--- config.mk ---
export PLATFORM = sky130hd
export DESIGN_NAME = flow_frame_integrator
export DESIGN_NICKNAME = d
export VERILOG_FILES = /design/src/hdl/ffi_pkg.sv /design/src/hdl/ffi_frame_check.sv /design/src/hdl/ffi_volume_core.sv /design/src/hdl/flow_frame_integrator.sv
export VERILOG_INCLUDE_DIRS = /design/src /design/src/hdl
export SDC_FILE = /design/constraint.sdc
export NUM_CORES = 2
export LEC_CHECK = 0
export BUFFER_PORTS_ARGS = -buffer_cell sky130_fd_sc_hd__buf_4
export CORE_MARGIN = 4
export CORE_UTILIZATION = 45
export CTS_CLUSTER_SIZE = 24
export DETAILED_ROUTE_END_ITERATION = 12
export HOLD_SLACK_MARGIN = 0.03
export PLACE_DENSITY = 0.67
export SYNTH_ARGS = -nofsm -noshare
export SYNTH_HDL_FRONTEND = slang
export SYNTH_SLANG_ARGS = --single-unit
--- constraint.sdc ---
create_clock -name clk -period 13.89 [get_ports clk]
set_input_delay 1.389 -clock clk [delete_from_list [all_inputs] [get_ports clk]]
set_output_delay 1.389 -clock clk [all_outputs]
set_load 0.1 [all_outputs]
--- src/hdl/flow_frame_integrator_macros.svh ---
// ---------------------------------------------------------------------------
// Assertion macros shared by the flow frame integrator
// ---------------------------------------------------------------------------
`ifndef FLOW_FRAME_INTEGRATOR_MACROS_SVH
`define FLOW_FRAME_INTEGRATOR_MACROS_SVH

// Implication checked on every rising edge outside reset.
`define FFI_ASSERT(label, prop, msg) \
	label: assert property (@(posedge clk) disable iff (!arst_n) (prop)) else $error(msg);

// Condition that must never hold outside reset.
`define FFI_NEVER(label, cond, msg) \
	label: assert property (@(posedge clk) disable iff (!arst_n) !(cond)) else $error(msg);

`endif

--- src/hdl/ffi_pkg.sv ---
`timescale 1ns / 1ps
// ---------------------------------------------------------------------------
// ffi_pkg
// Types, constants and CRC helpers for the flow frame integrator.
// ---------------------------------------------------------------------------
package ffi_pkg;

	localparam logic [7:0] CRC_POLY = 8'h31;
	localparam logic [7:0] CRC_INIT = 8'hFF;

	localparam logic signed [16:0] FLOW_BIAS   = 17'sd24576;
	localparam logic [15:0]        FLOW_MARKER = 16'hFFFF;

	localparam logic [3:0] NIB_AIR    = 4'h1;
	localparam logic [3:0] NIB_OXYGEN = 4'h0;
	localparam logic [3:0] NIB_MIX    = 4'h6;
	localparam logic [6:0] MIX_MAX    = 7'd100;

	localparam logic [1:0] GAS_AIR    = 2'd0;
	localparam logic [1:0] GAS_OXYGEN = 2'd1;

	localparam logic [1:0] REG_GAS_MODE    = 2'd0;
	localparam logic [1:0] REG_MIX_PERCENT = 2'd1;
	localparam logic [1:0] REG_LOW_FLOW    = 2'd2;
	localparam logic [1:0] REG_QUIET_TIME  = 2'd3;

	localparam logic [15:0] LOW_FLOW_RESET   = 16'd17;
	localparam logic [23:0] QUIET_TIME_RESET = 24'd300000;

	localparam logic signed [63:0] VOL_MAX = {1'b0, {63{1'b1}}};
	localparam logic signed [63:0] VOL_MIN = {1'b1, {63{1'b0}}};

	typedef enum logic [1:0] {
		ACT_UNCHECKED = 2'd0,
		ACT_OK        = 2'd1,
		ACT_RESTART   = 2'd2,
		ACT_RECONFIG  = 2'd3
	} ffi_action_t;

	typedef struct packed {
		logic [1:0]  gas_mode;
		logic [6:0]  mix_percent;
		logic [15:0] low_flow_threshold;
		logic [23:0] quiet_reset_time_us;
	} ffi_cfg_t;

	// One frame after CRC check and decode.
	typedef struct packed {
		logic               flow_ok;
		logic               flow_marker;
		logic signed [16:0] code;
		logic               temp_ok;
		logic [15:0]        temp;
		logic               stat_ok;
		logic [15:0]        stat;
		ffi_action_t        action;
		logic [23:0]        elapsed_us;
		logic               clear_volume;
	} ffi_frame_t;

	function automatic logic [7:0] crc8_byte(input logic [7:0] crc_in, input logic [7:0] data);
		logic [7:0] c;
		c = crc_in ^ data;
		for (int i = 0; i < 8; i++) begin
			c = c[7] ? ((c << 1) ^ CRC_POLY) : (c << 1);
		end
		return c;
	endfunction

	// True when the CRC byte in bits 7:0 matches the two data bytes.
	function automatic logic crc8_word_ok(input logic [23:0] w);
		logic [7:0] c;
		c = crc8_byte(CRC_INIT, w[23:16]);
		c = crc8_byte(c, w[15:8]);
		return c == w[7:0];
	endfunction

endpackage

--- src/hdl/ffi_frame_check.sv ---
`timescale 1ns / 1ps
// ---------------------------------------------------------------------------
// ffi_frame_check
// CRC check of the three words, flow code decode and status check.
// ---------------------------------------------------------------------------
module ffi_frame_check (
	input  logic [23:0]       flow_word,
	input  logic [23:0]       temp_word,
	input  logic [23:0]       status_word,
	input  logic [23:0]       elapsed_us,
	input  logic              clear_volume,
	input  ffi_pkg::ffi_cfg_t cfg,
	output ffi_pkg::ffi_frame_t frame
);
	import ffi_pkg::*;

	logic [15:0] flow_raw;
	logic [15:0] stat_raw;
	logic [6:0]  want_mix;

	assign flow_raw = flow_word[23:8];
	assign stat_raw = status_word[23:8];
	assign want_mix = (cfg.mix_percent > MIX_MAX) ? MIX_MAX : cfg.mix_percent;

	always_comb begin
		frame.flow_ok      = crc8_word_ok(flow_word);
		frame.flow_marker  = (flow_raw == FLOW_MARKER);
		frame.code         = {flow_raw[15], flow_raw} + FLOW_BIAS;
		frame.temp_ok      = crc8_word_ok(temp_word);
		frame.temp         = temp_word[23:8];
		frame.stat_ok      = crc8_word_ok(status_word);
		frame.stat         = stat_raw;
		frame.elapsed_us   = elapsed_us;
		frame.clear_volume = clear_volume;

		// mode nibble first, then the mix field in mix mode
		case (cfg.gas_mode)
			GAS_AIR: begin
				frame.action = (stat_raw[15:12] == NIB_AIR) ? ACT_OK : ACT_RESTART;
			end
			GAS_OXYGEN: begin
				frame.action = (stat_raw[15:12] == NIB_OXYGEN) ? ACT_OK : ACT_RESTART;
			end
			default: begin
				if (stat_raw[15:12] != NIB_MIX)
					frame.action = ACT_RESTART;
				else if (stat_raw[9:0] != {3'b000, want_mix})
					frame.action = ACT_RECONFIG;
				else
					frame.action = ACT_OK;
			end
		endcase
		if (!frame.stat_ok)
			frame.action = ACT_UNCHECKED;
	end

endmodule

--- src/hdl/ffi_volume_core.sv ---
`timescale 1ns / 1ps
// ---------------------------------------------------------------------------
// ffi_volume_core
// Frame state: trapezoidal volume sum, quiet timer and held readings.
// ---------------------------------------------------------------------------
module ffi_volume_core (
	input  logic                clk,
	input  logic                arst_n,
	input  logic                fire,
	input  ffi_pkg::ffi_frame_t frame,
	input  ffi_pkg::ffi_cfg_t   cfg,
	output logic signed [16:0]  flow_code,
	output logic                flow_invalid,
	output logic [15:0]         temperature_code,
	output logic [15:0]         status_value,
	output logic signed [63:0]  volume_sum,
	output logic [2:0]          crc_fail_mask,
	output logic [1:0]          action,
	output logic [31:0]         frame_count
);
	import ffi_pkg::*;

	logic signed [16:0] last_flow_q;
	logic               flow_bad_q;
	logic [15:0]        temp_q;
	logic [15:0]        stat_q;
	logic signed [63:0] volume_q;
	logic [31:0]        quiet_q;
	logic [31:0]        pending_q;
	logic [31:0]        frames_q;
	logic [2:0]         mask_q;
	ffi_action_t        action_q;

	logic [32:0]        dt_sum;
	logic [31:0]        dt;
	logic               flow_used;
	logic signed [17:0] code_sum;
	logic signed [50:0] prod;
	logic signed [63:0] vol_base;
	logic signed [64:0] vol_add;
	logic signed [63:0] vol_sat;
	logic [16:0]        mag;
	logic [32:0]        quiet_sum;
	logic [31:0]        quiet_next;
	logic signed [63:0] vol_next;

	always_comb begin
		dt_sum    = {1'b0, pending_q} + {9'd0, frame.elapsed_us};
		dt        = dt_sum[32] ? '1 : dt_sum[31:0];
		flow_used = frame.flow_ok && !frame.flow_marker;

		code_sum = {last_flow_q[16], last_flow_q} + {frame.code[16], frame.code};
		prod     = code_sum * $signed({1'b0, dt});

		vol_base = frame.clear_volume ? '0 : volume_q;
		vol_add  = {vol_base[63], vol_base} + 65'(prod);
		if (vol_add[64] != vol_add[63])
			vol_sat = vol_add[64] ? VOL_MIN : VOL_MAX;
		else
			vol_sat = vol_add[63:0];

		mag       = frame.code[16] ? 17'(-frame.code) : frame.code;
		quiet_sum = {1'b0, quiet_q} + {1'b0, dt};
		if (mag < {1'b0, cfg.low_flow_threshold})
			quiet_next = quiet_sum[32] ? '1 : quiet_sum[31:0];
		else
			quiet_next = '0;

		// drop the volume once the flow has been quiet longer than a nonzero quiet time
		if (cfg.quiet_reset_time_us != '0 && quiet_next > {8'd0, cfg.quiet_reset_time_us})
			vol_next = '0;
		else
			vol_next = vol_sat;
	end

	always_ff @(posedge clk or negedge arst_n) begin
		if (!arst_n) begin
			last_flow_q <= '0;
			flow_bad_q  <= 1'b0;
			temp_q      <= '0;
			stat_q      <= '0;
			volume_q    <= '0;
			quiet_q     <= '0;
			pending_q   <= '0;
			frames_q    <= '0;
			mask_q      <= '0;
			action_q    <= ACT_UNCHECKED;
		end else if (fire) begin
			if (flow_used) begin
				last_flow_q <= frame.code;
				flow_bad_q  <= 1'b0;
				volume_q    <= vol_next;
				quiet_q     <= quiet_next;
				pending_q   <= '0;
			end else begin
				if (frame.flow_ok)
					flow_bad_q <= 1'b1;
				volume_q  <= vol_base;
				pending_q <= dt;
			end
			if (frame.temp_ok)
				temp_q <= frame.temp;
			if (frame.stat_ok)
				stat_q <= frame.stat;
			mask_q   <= {!frame.stat_ok, !frame.temp_ok, !frame.flow_ok};
			action_q <= frame.action;
			frames_q <= frames_q + 32'd1;
		end
	end

	assign flow_code        = last_flow_q;
	assign flow_invalid     = flow_bad_q;
	assign temperature_code = temp_q;
	assign status_value     = stat_q;
	assign volume_sum       = volume_q;
	assign crc_fail_mask    = mask_q;
	assign action           = action_q;
	assign frame_count      = frames_q;

endmodule

--- src/hdl/flow_frame_integrator.sv ---
`timescale 1ns / 1ps
// ---------------------------------------------------------------------------
// flow_frame_integrator
// CRC-checked flow sensor frame decode with trapezoidal volume integration.
// ---------------------------------------------------------------------------
// Usage:
//   The input channel (in_valid / in_ready) transfers one sensor frame: the
//   flow, temperature and status words with their CRC bytes, the time since
//   the previous frame and a volume clear request. The output channel
//   (out_valid / out_ready) transfers one result per frame: the held flow,
//   temperature and status readings, the volume sum, the CRC failure mask,
//   the status action code and the frame count.
//   out_valid rises once the frame has passed the input register and the
//   decode register and has landed in the result register.
//   Throughput is one frame per cycle while the receiver does not stall;
//   it is set by the integrator stage, whose dt add, 18x33 multiply and
//   saturating 64-bit add close combinationally on the frame state.
//   Reset clears all frame state and loads the register reset values.
//   When the receiver stalls, the result holds and the earlier stages keep
//   taking frames until each of them is full, then in_ready drops.
//   Write configuration through cfg_we / cfg_index / cfg_data only while
//   no frame is in flight.
// ---------------------------------------------------------------------------
`include "flow_frame_integrator_macros.svh"

module flow_frame_integrator (
	input  logic               clk,
	input  logic               arst_n,
	input  logic               cfg_we,
	input  logic [1:0]         cfg_index,
	input  logic [23:0]        cfg_data,
	input  logic               in_valid,
	output logic               in_ready,
	input  logic [23:0]        flow_word,
	input  logic [23:0]        temp_word,
	input  logic [23:0]        status_word,
	input  logic [23:0]        elapsed_us,
	input  logic               clear_volume,
	output logic               out_valid,
	input  logic               out_ready,
	output logic signed [16:0] flow_code,
	output logic               flow_invalid,
	output logic [15:0]        temperature_code,
	output logic [15:0]        status_value,
	output logic signed [63:0] volume_sum,
	output logic [2:0]         crc_fail_mask,
	output logic [1:0]         action,
	output logic [31:0]        frame_count
);
	import ffi_pkg::*;

	ffi_cfg_t   cfg_q;

	// input register
	logic        valid_s1;
	logic [23:0] flow_word_s1;
	logic [23:0] temp_word_s1;
	logic [23:0] status_word_s1;
	logic [23:0] elapsed_us_s1;
	logic        clear_volume_s1;

	// decode register
	logic        valid_s2;
	ffi_frame_t  frame_dec;
	ffi_frame_t  frame_s2;

	logic        out_valid_q;
	logic        en_out;
	logic        en_s2;
	logic        en_s1;
	logic        fire;

	// Each stage advances when it is empty or the stage after it advances.
	assign en_out   = !out_valid_q || out_ready;
	assign en_s2    = !valid_s2 || en_out;
	assign en_s1    = !valid_s1 || en_s2;
	assign in_ready = en_s1;
	assign fire     = valid_s2 && en_out;
	assign out_valid = out_valid_q;

	// Configuration registers: take the write in the same edge, no handshake.
	always_ff @(posedge clk or negedge arst_n) begin
		if (!arst_n) begin
			cfg_q.gas_mode            <= GAS_AIR;
			cfg_q.mix_percent         <= '0;
			cfg_q.low_flow_threshold  <= LOW_FLOW_RESET;
			cfg_q.quiet_reset_time_us <= QUIET_TIME_RESET;
		end else if (cfg_we) begin
			case (cfg_index)
				REG_GAS_MODE:    cfg_q.gas_mode            <= cfg_data[1:0];
				REG_MIX_PERCENT: cfg_q.mix_percent         <= cfg_data[6:0];
				REG_LOW_FLOW:    cfg_q.low_flow_threshold  <= cfg_data[15:0];
				REG_QUIET_TIME:  cfg_q.quiet_reset_time_us <= cfg_data;
				default: begin
				end
			endcase
		end
	end

	// Stage valid flags.
	always_ff @(posedge clk or negedge arst_n) begin
		if (!arst_n) begin
			valid_s1    <= 1'b0;
			valid_s2    <= 1'b0;
			out_valid_q <= 1'b0;
		end else begin
			if (en_s1)
				valid_s1 <= in_valid;
			if (en_s2)
				valid_s2 <= valid_s1;
			if (en_out)
				out_valid_q <= valid_s2;
		end
	end

	// Capture the frame on each input transfer.
	always_ff @(posedge clk) begin
		if (in_valid && en_s1) begin
			flow_word_s1    <= flow_word;
			temp_word_s1    <= temp_word;
			status_word_s1  <= status_word;
			elapsed_us_s1   <= elapsed_us;
			clear_volume_s1 <= clear_volume;
		end
	end

	ffi_frame_check u_check (
		.flow_word    (flow_word_s1),
		.temp_word    (temp_word_s1),
		.status_word  (status_word_s1),
		.elapsed_us   (elapsed_us_s1),
		.clear_volume (clear_volume_s1),
		.cfg          (cfg_q),
		.frame        (frame_dec)
	);

	// Hold the decoded frame until the integrator takes it.
	always_ff @(posedge clk) begin
		if (valid_s1 && en_s2)
			frame_s2 <= frame_dec;
	end

	// The state registers of the core are the result register: they change
	// only when a frame moves into the output stage.
	ffi_volume_core u_core (
		.clk              (clk),
		.arst_n           (arst_n),
		.fire             (fire),
		.frame            (frame_s2),
		.cfg              (cfg_q),
		.flow_code        (flow_code),
		.flow_invalid     (flow_invalid),
		.temperature_code (temperature_code),
		.status_value     (status_value),
		.volume_sum       (volume_sum),
		.crc_fail_mask    (crc_fail_mask),
		.action           (action),
		.frame_count      (frame_count)
	);

	// A stalled result must not be overwritten by the integrator.
	`FFI_ASSERT(a_stall_holds, out_valid && !out_ready |=> $stable(volume_sum) && $stable(frame_count), "result changed while stalled")
	// Every frame entering the output stage counts exactly once.
	`FFI_ASSERT(a_count_step, fire |=> frame_count == $past(frame_count) + 32'd1, "frame count did not advance")
	// An empty input register always accepts.
	`FFI_NEVER(a_ready_empty, !valid_s1 && !in_ready, "input stalled with empty stage")

endmodule
### Yosys cells after proc, flatten, opt, wreduce, memory -nomap -nowiden

Cells that the tools add are included.

* register bits: 444
* output and inout bits: 153
* word-level logic and storage cells: 203

* multipliers: 1
* reduce and logical (&&, ||, !) cells: 28
* equal/unequal tests: 12
* add/subtract/negate cells: 7
* order comparisons: 3
* muxes and demuxes: 66
* bitwise gates (word level): 54

Operator list (count)
* $mux 64: 5
* $mux 6: 48
* $not 3->3: 48
* $mux 32: 4
* $add 64x51->65: 1
* $mul 18x33->51: 1
* $add 32x24->33: 1
* $add 32x32->33: 1
* $add 32x1->32 const B: 1
* $gt 32x24->1: 1
* $eq 8x8->1: 3
* $not 8->8: 3
* $reduce_bool 24->1: 1
* $xor 8x8->8: 3
* $add 17x17->18: 1
* $add 16x16->17 const B: 1
* $lt 17x16->1: 1
* $mux 17: 1
* $neg 17->17: 1
* $eq 16x16->1 const B: 1
* $reduce_and 2->1: 8
* $ne 10x7->1: 1
* $mux 2: 4
* $gt 7x7->1 const B: 1
* 14 further kinds: 30

### Depth between registers and ports, before layout

* word-level depth: 35
* mapped depth: 43
* gate-level depth less buffers: 39

### Hierarchy

Synthesis repeated with hierarchy kept, for this count alone.

* cells, all modules: 4632
* area, all modules: 45294.7 um^2

Modules (own cells, without submodules)
* ffi_volume_core: area an instance 35660.5 um^2, times used 1, cells each 4083, sequential area each 5380.2 um^2
* flow_frame_integrator: area an instance 7443.4 um^2, times used 1, cells each 294, sequential area each 6628.9 um^2
* ffi_frame_check: area an instance 2190.9 um^2, times used 1, cells each 255, sequential area each 0.0 um^2

### Worst setup path before layout

Ideal clock, no wire load.

* path kind: flip-flop to flip-flop
* from: register u_core.last_flow_q[1] (netlist: u_core.flow_code[1])
* to: register u_core.volume_q[62] (netlist: u_core.volume_sum[62])
* library setup time: 0.131 ns
* data required time: 13.759 ns
* arrival time: 10.229 ns
* path buffers: 1
* slack: 3.530 ns
* stages on the path, launching flop included: 36
* period minus slack after synthesis: 10.360 ns
* cell sequence: dfrtp_1 > ha_1 > a21o_1 > a21oi_1 > o21ai_0 > a21oi_1 > o21ai_1 > a211oi_1 > o21ai_1 > nand2_1 > o31ai_1 > o31ai_2 > nand2_1 > fa_1 > fa_1 > inv_1 > fa_1 > fa_1 > fa_1 > fa_1 > inv_1 > fa_1 > inv_1 > ha_1 > buf_2 > nand4_1 > a2111oi_0 > o31ai_1 > and3_1 > a2111oi_2 > o21ai_2 > o31ai_4 > xor2_2 > xnor2_2 > a2111oi_0 > o21ai_1

* cells in the longest elaborated chain, start to end: 7
* elaborated cells between the ends (all ways): 8

Ends and longest elaborated chain
* from (decl): line ffi_volume_core.sv:23 `logic signed [16:0] last_flow_q;`
* from (signal assigned): line ffi_volume_core.sv:90 `last_flow_q <= frame.code;`
* $add 17x17->18 (*): line ffi_volume_core.sv:52 `code_sum = {last_flow_q[16], last_flow_q} + {frame.code[16], frame.code};`
* $mul 18x33->51 (*): line ffi_volume_core.sv:53 `prod = code_sum * $signed({1'b0, dt});`
* $add 64x51->65 (*): line ffi_volume_core.sv:56 `vol_add = {vol_base[63], vol_base} + 65'(prod);`
* $mux 64 / $ne 1x1->1 (equally long branches): line ffi_volume_core.sv:58, ffi_volume_core.sv:57
* $mux 64 (*): line ffi_volume_core.sv:57 `if (vol_add[64] != vol_add[63])`
* $mux 64 (*): line ffi_volume_core.sv:70 `if (cfg.quiet_reset_time_us != '0 && quiet_next > {8'd0, cfg.quiet_reset_time_us})`
* $mux 64 (*): line ffi_volume_core.sv:89 `if (flow_used) begin`
* to (signal assigned): line ffi_volume_core.sv:92 `volume_q <= vol_next;`
* to (signal assigned): line ffi_volume_core.sv:98 `volume_q <= vol_base;`
* to (decl): line ffi_volume_core.sv:27 `logic signed [63:0] volume_q;`

Every way passes the cells marked *; elsewhere a longest branch is shown, timed or not.
A chain may end at the register's enable or synchronous reset.

### Worst setup path in the final report

* from: register u_core.pending_q[0]
* to: register u_core.volume_q[8] (netlist: u_core.volume_sum[8])

* cells in the longest elaborated chain, start to end: 9
* elaborated cells between the ends (all ways): 14

Ends and longest elaborated chain
* from (decl): line ffi_volume_core.sv:29 `logic [31:0] pending_q;`
* from (signal assigned): line ffi_volume_core.sv:99 `pending_q <= dt;`
* $add 32x24->33 (*): line ffi_volume_core.sv:48 `dt_sum = {1'b0, pending_q} + {9'd0, frame.elapsed_us};`
* $mux 32 (*): line ffi_volume_core.sv:49 `dt = dt_sum[32] ? '1 : dt_sum[31:0];`
* parallel branches: the longest is 5 deep, another holds $add 64x51->65
* $mux 64 (*): line ffi_volume_core.sv:70
* $mux 64 (*): line ffi_volume_core.sv:89

Every way passes the cells marked *.

==> results_dict.tcl <==
set metrics [dict create \
    relSlewSlack_pct 21.3 \
    die_w_um 322 \
    critPathLaunch "u_core.pending_q[0]$_DFFE_PN0P_" \
    synth.most_common_cell "inv_1" \
    synth_ff_type "dfrtp_1" \
    min_delay_path_depth 0 \
    endpoint_kind "register" \
    synth_fp_nets 5592 \
    stdcell_area_um2 49600 \
    drt_pass1_iterations 6 \
    finalSetupViolations 0 \
    drv_slew 0 \
    async_flop_share_pct 60.1 \
    synth.top_cell.area_share_pct 24.1 \
    avgSynthCellArea_um2 9.66 \
    vias_per_cell 5.47 \
    critPathMaxFanout 32 \
    r2r-start "u_core.pending_q[0]$_DFFE_PN0P_" \
    rrSetupSlack_ps 990 \
    grt_pass1_wl_um 196000 \
    hold_buffers 0 \
    start_util_pct 45.6 \
    final_layout_size_suffix_gt1_share_pct 12.0 \
    cts_buffer_depth 3 \
    status "completed" \
    io_buffers 280 \
    clk_pin_slew_ps 60 \
    nets 5796 \
    hold_viol 0 \
    fin_util_pct 51.0 \
    first_iter_violations 2890 \
    cp_slowest_cell "nor2b_1" \
    crit_required_ps 14430 \
    grt_start_max_net_pins 74 \
    cts_tree "done" \
    wl_per_cell_um 20.1 \
    dpl-instance-area_um2 47900 \
    drc 0 \
    criticalPathCategory "register to register" \
    hold_end "frame_s2[0]$_DFFE_PP_" \
    yosysTopAreaCell "fa_1" \
    cpPeakStageDelay_ps 830 \
    synthTopCellsByCount "670 x inv_1, 628 x nand2_1, 533 x fa_1, 345 x ha_1, 296 x nor2_1" \
    io_pins 281 \
    rows 114 \
    maxCapViolations 0 \
    ys_seq_elements 444 \
    post-cts-setup-buffer-count 0 \
    core-area_um2 97100 \
    dieArea_um2 104000 \
    period_minus_slack_ps 12900 \
    netlist_area_um2 44300 \
    synth_cell_types 88 \
    routed_wl_um 123000 \
    dieHeight_um 322 \
    clock-sinks 444 \
    cts.htree.levels 2 \
    rsz0062_at_grt "false" \
    tightest_slew_ps 1180 \
    seq_area_frac_synth_pct 27.1 \
    overflow 0 \
    antenna_found_initial 2 \
    r2r_cells 38 \
    cts-root-buf "clkbuf_16" \
    cts_resized 0 \
    synth_edf_count 177 \
    vias 33400 \
    fillers 8891 \
    first_global_vias 34800 \
    timing.final.crit_share_pct 92.9 \
    crit_arrival_ps 13440 \
    clk_latency_ps 670 \
    finClkSkew_ps 59.7 \
    netlist_instances 4586 \
    ant_nets 0 \
    hp-class "register to register" \
    fin_tns_setup_ps 0 \
    grt.total_usage_pct 24.2 \
    area.growth.synth_to_final_pct 11.9 \
    clock.fmax_ghz 0.0775 \
    gp_congestion 0.924 \
    min_from "clear_volume_s1$_DFFE_PP_" \
    synth_area_leaders "fa_1 24%, dfrtp_1 15%, edfxtp_1 12%" \
    startpoint_type "register" \
    dp_hpwl_um 95500 \
    cp_common_cell "fa_1" \
    cts_buffers 51 \
    r2r_end "u_core.volume_sum[8]$_DFFE_PN0P_" \
    yosysWarningCount 0 \
]
==> critical path: cells and delay by family, from the launching register on <==
kind                       cells  cell delay (ps)
AOI/OAI and AO/OA             12             3430
xor gates and xnor gates       2              900
adders and majority gates     10             4390
buffers and inverters          7             1320
DFF                            1              350
and+or+nand+nor                7             2430
==> layout by cell type (no fill, tap or decap), types with 177 or more instances in the layout <==
cell type	instances
nand2_1	627
ha_1	345
inv_1	670
xnor2_1	181
fa_1	533
buf_4	338
nor2_1	295
edfxtp_1	177
a21oi_1	180
dfrtp_1	257
==> kinds of logic after synthesis <==
kind of cell | share of synthesized area [%]
and+or+nand+nor | 14.0
muxes | 2.97
DFF | 27.1
xor gates and xnor gates | 5.29
adders and majority gates | 33.8
buffers and inverters | 7.44
AOI/OAI and AO/OA | 9.36
==> layout make-up <==
class                           count  area [um2]  area share, %
Tap cell                         1276        1600           3.22
Clock inverter                     29         307          0.618
Antenna cell                        1        2.50        0.00505
Clock buffer                       67        1390           2.80
Timing Repair Buffer              339        2550           5.15
Sequential cell                   444       12000           24.2
Inverter                          675        2530           5.11
Multi-Input combinational cell   3279       29200           58.9
==> state kept, by name, indices dropped and copies added, names as in the netlist, 16 cells and up <==
name	cells
flow_word_s1	24
u_core.status_value	16
frame_s2	80
cfg_q	49
status_word_s1	24
u_core.volume_sum	64
temp_word_s1	24
u_core.pending_q	32
u_core.frame_count	32
u_core.quiet_q	32
elapsed_us_s1	24
u_core.flow_code	17
u_core.temperature_code	16
==> per-stage QoR <==
step	hold slack, ps	setup WS [ps]	std cells
2_1_floorplan	400	3530	4586
3_3_place_gp	403	1700	6013
3_5_place_dp	407	1200	6013
4_1_cts	420	1150	6109
5_1_grt	426	142	6109
6_report	420	990	6110
==> per-layer routing <==
| layer | up-vias | routed length [um] | global-route usage, % |
|---|---|---|---|
| li1 | 15200 | - | - |
| met1 | 16700 | 49000 | 31.3 |
| met2 | 1170 | 59800 | 41.3 |
| met3 | 282 | 8700 | 4.00 |
| met4 | 0 | 5120 | 8.89 |
| met5 | - | 0 | 0 |
==> how the worst max path moves through the flow <==
stage | to | slack [ps] | cells after the start
4_1_cts | u_core.volume_sum[8]$_DFFE_PN0P_ | 1150 | 38
3_3_place_gp | u_core.volume_sum[8]$_DFFE_PN0P_ | 1700 | 38
3_5_place_dp | u_core.volume_sum[20]$_DFFE_PN0P_ | 1200 | 38
5_1_grt | u_core.volume_sum[8]$_DFFE_PN0P_ | 140 | 38
2_1_floorplan | u_core.volume_sum[62]$_DFFE_PN0P_ | 3530 | 35
6_report | u_core.volume_sum[8]$_DFFE_PN0P_ | 990 | 38
Power is left out: the tool's default activity adds up to more than one toggle a clock period on the data nets, which glitch-free logic cannot reach.
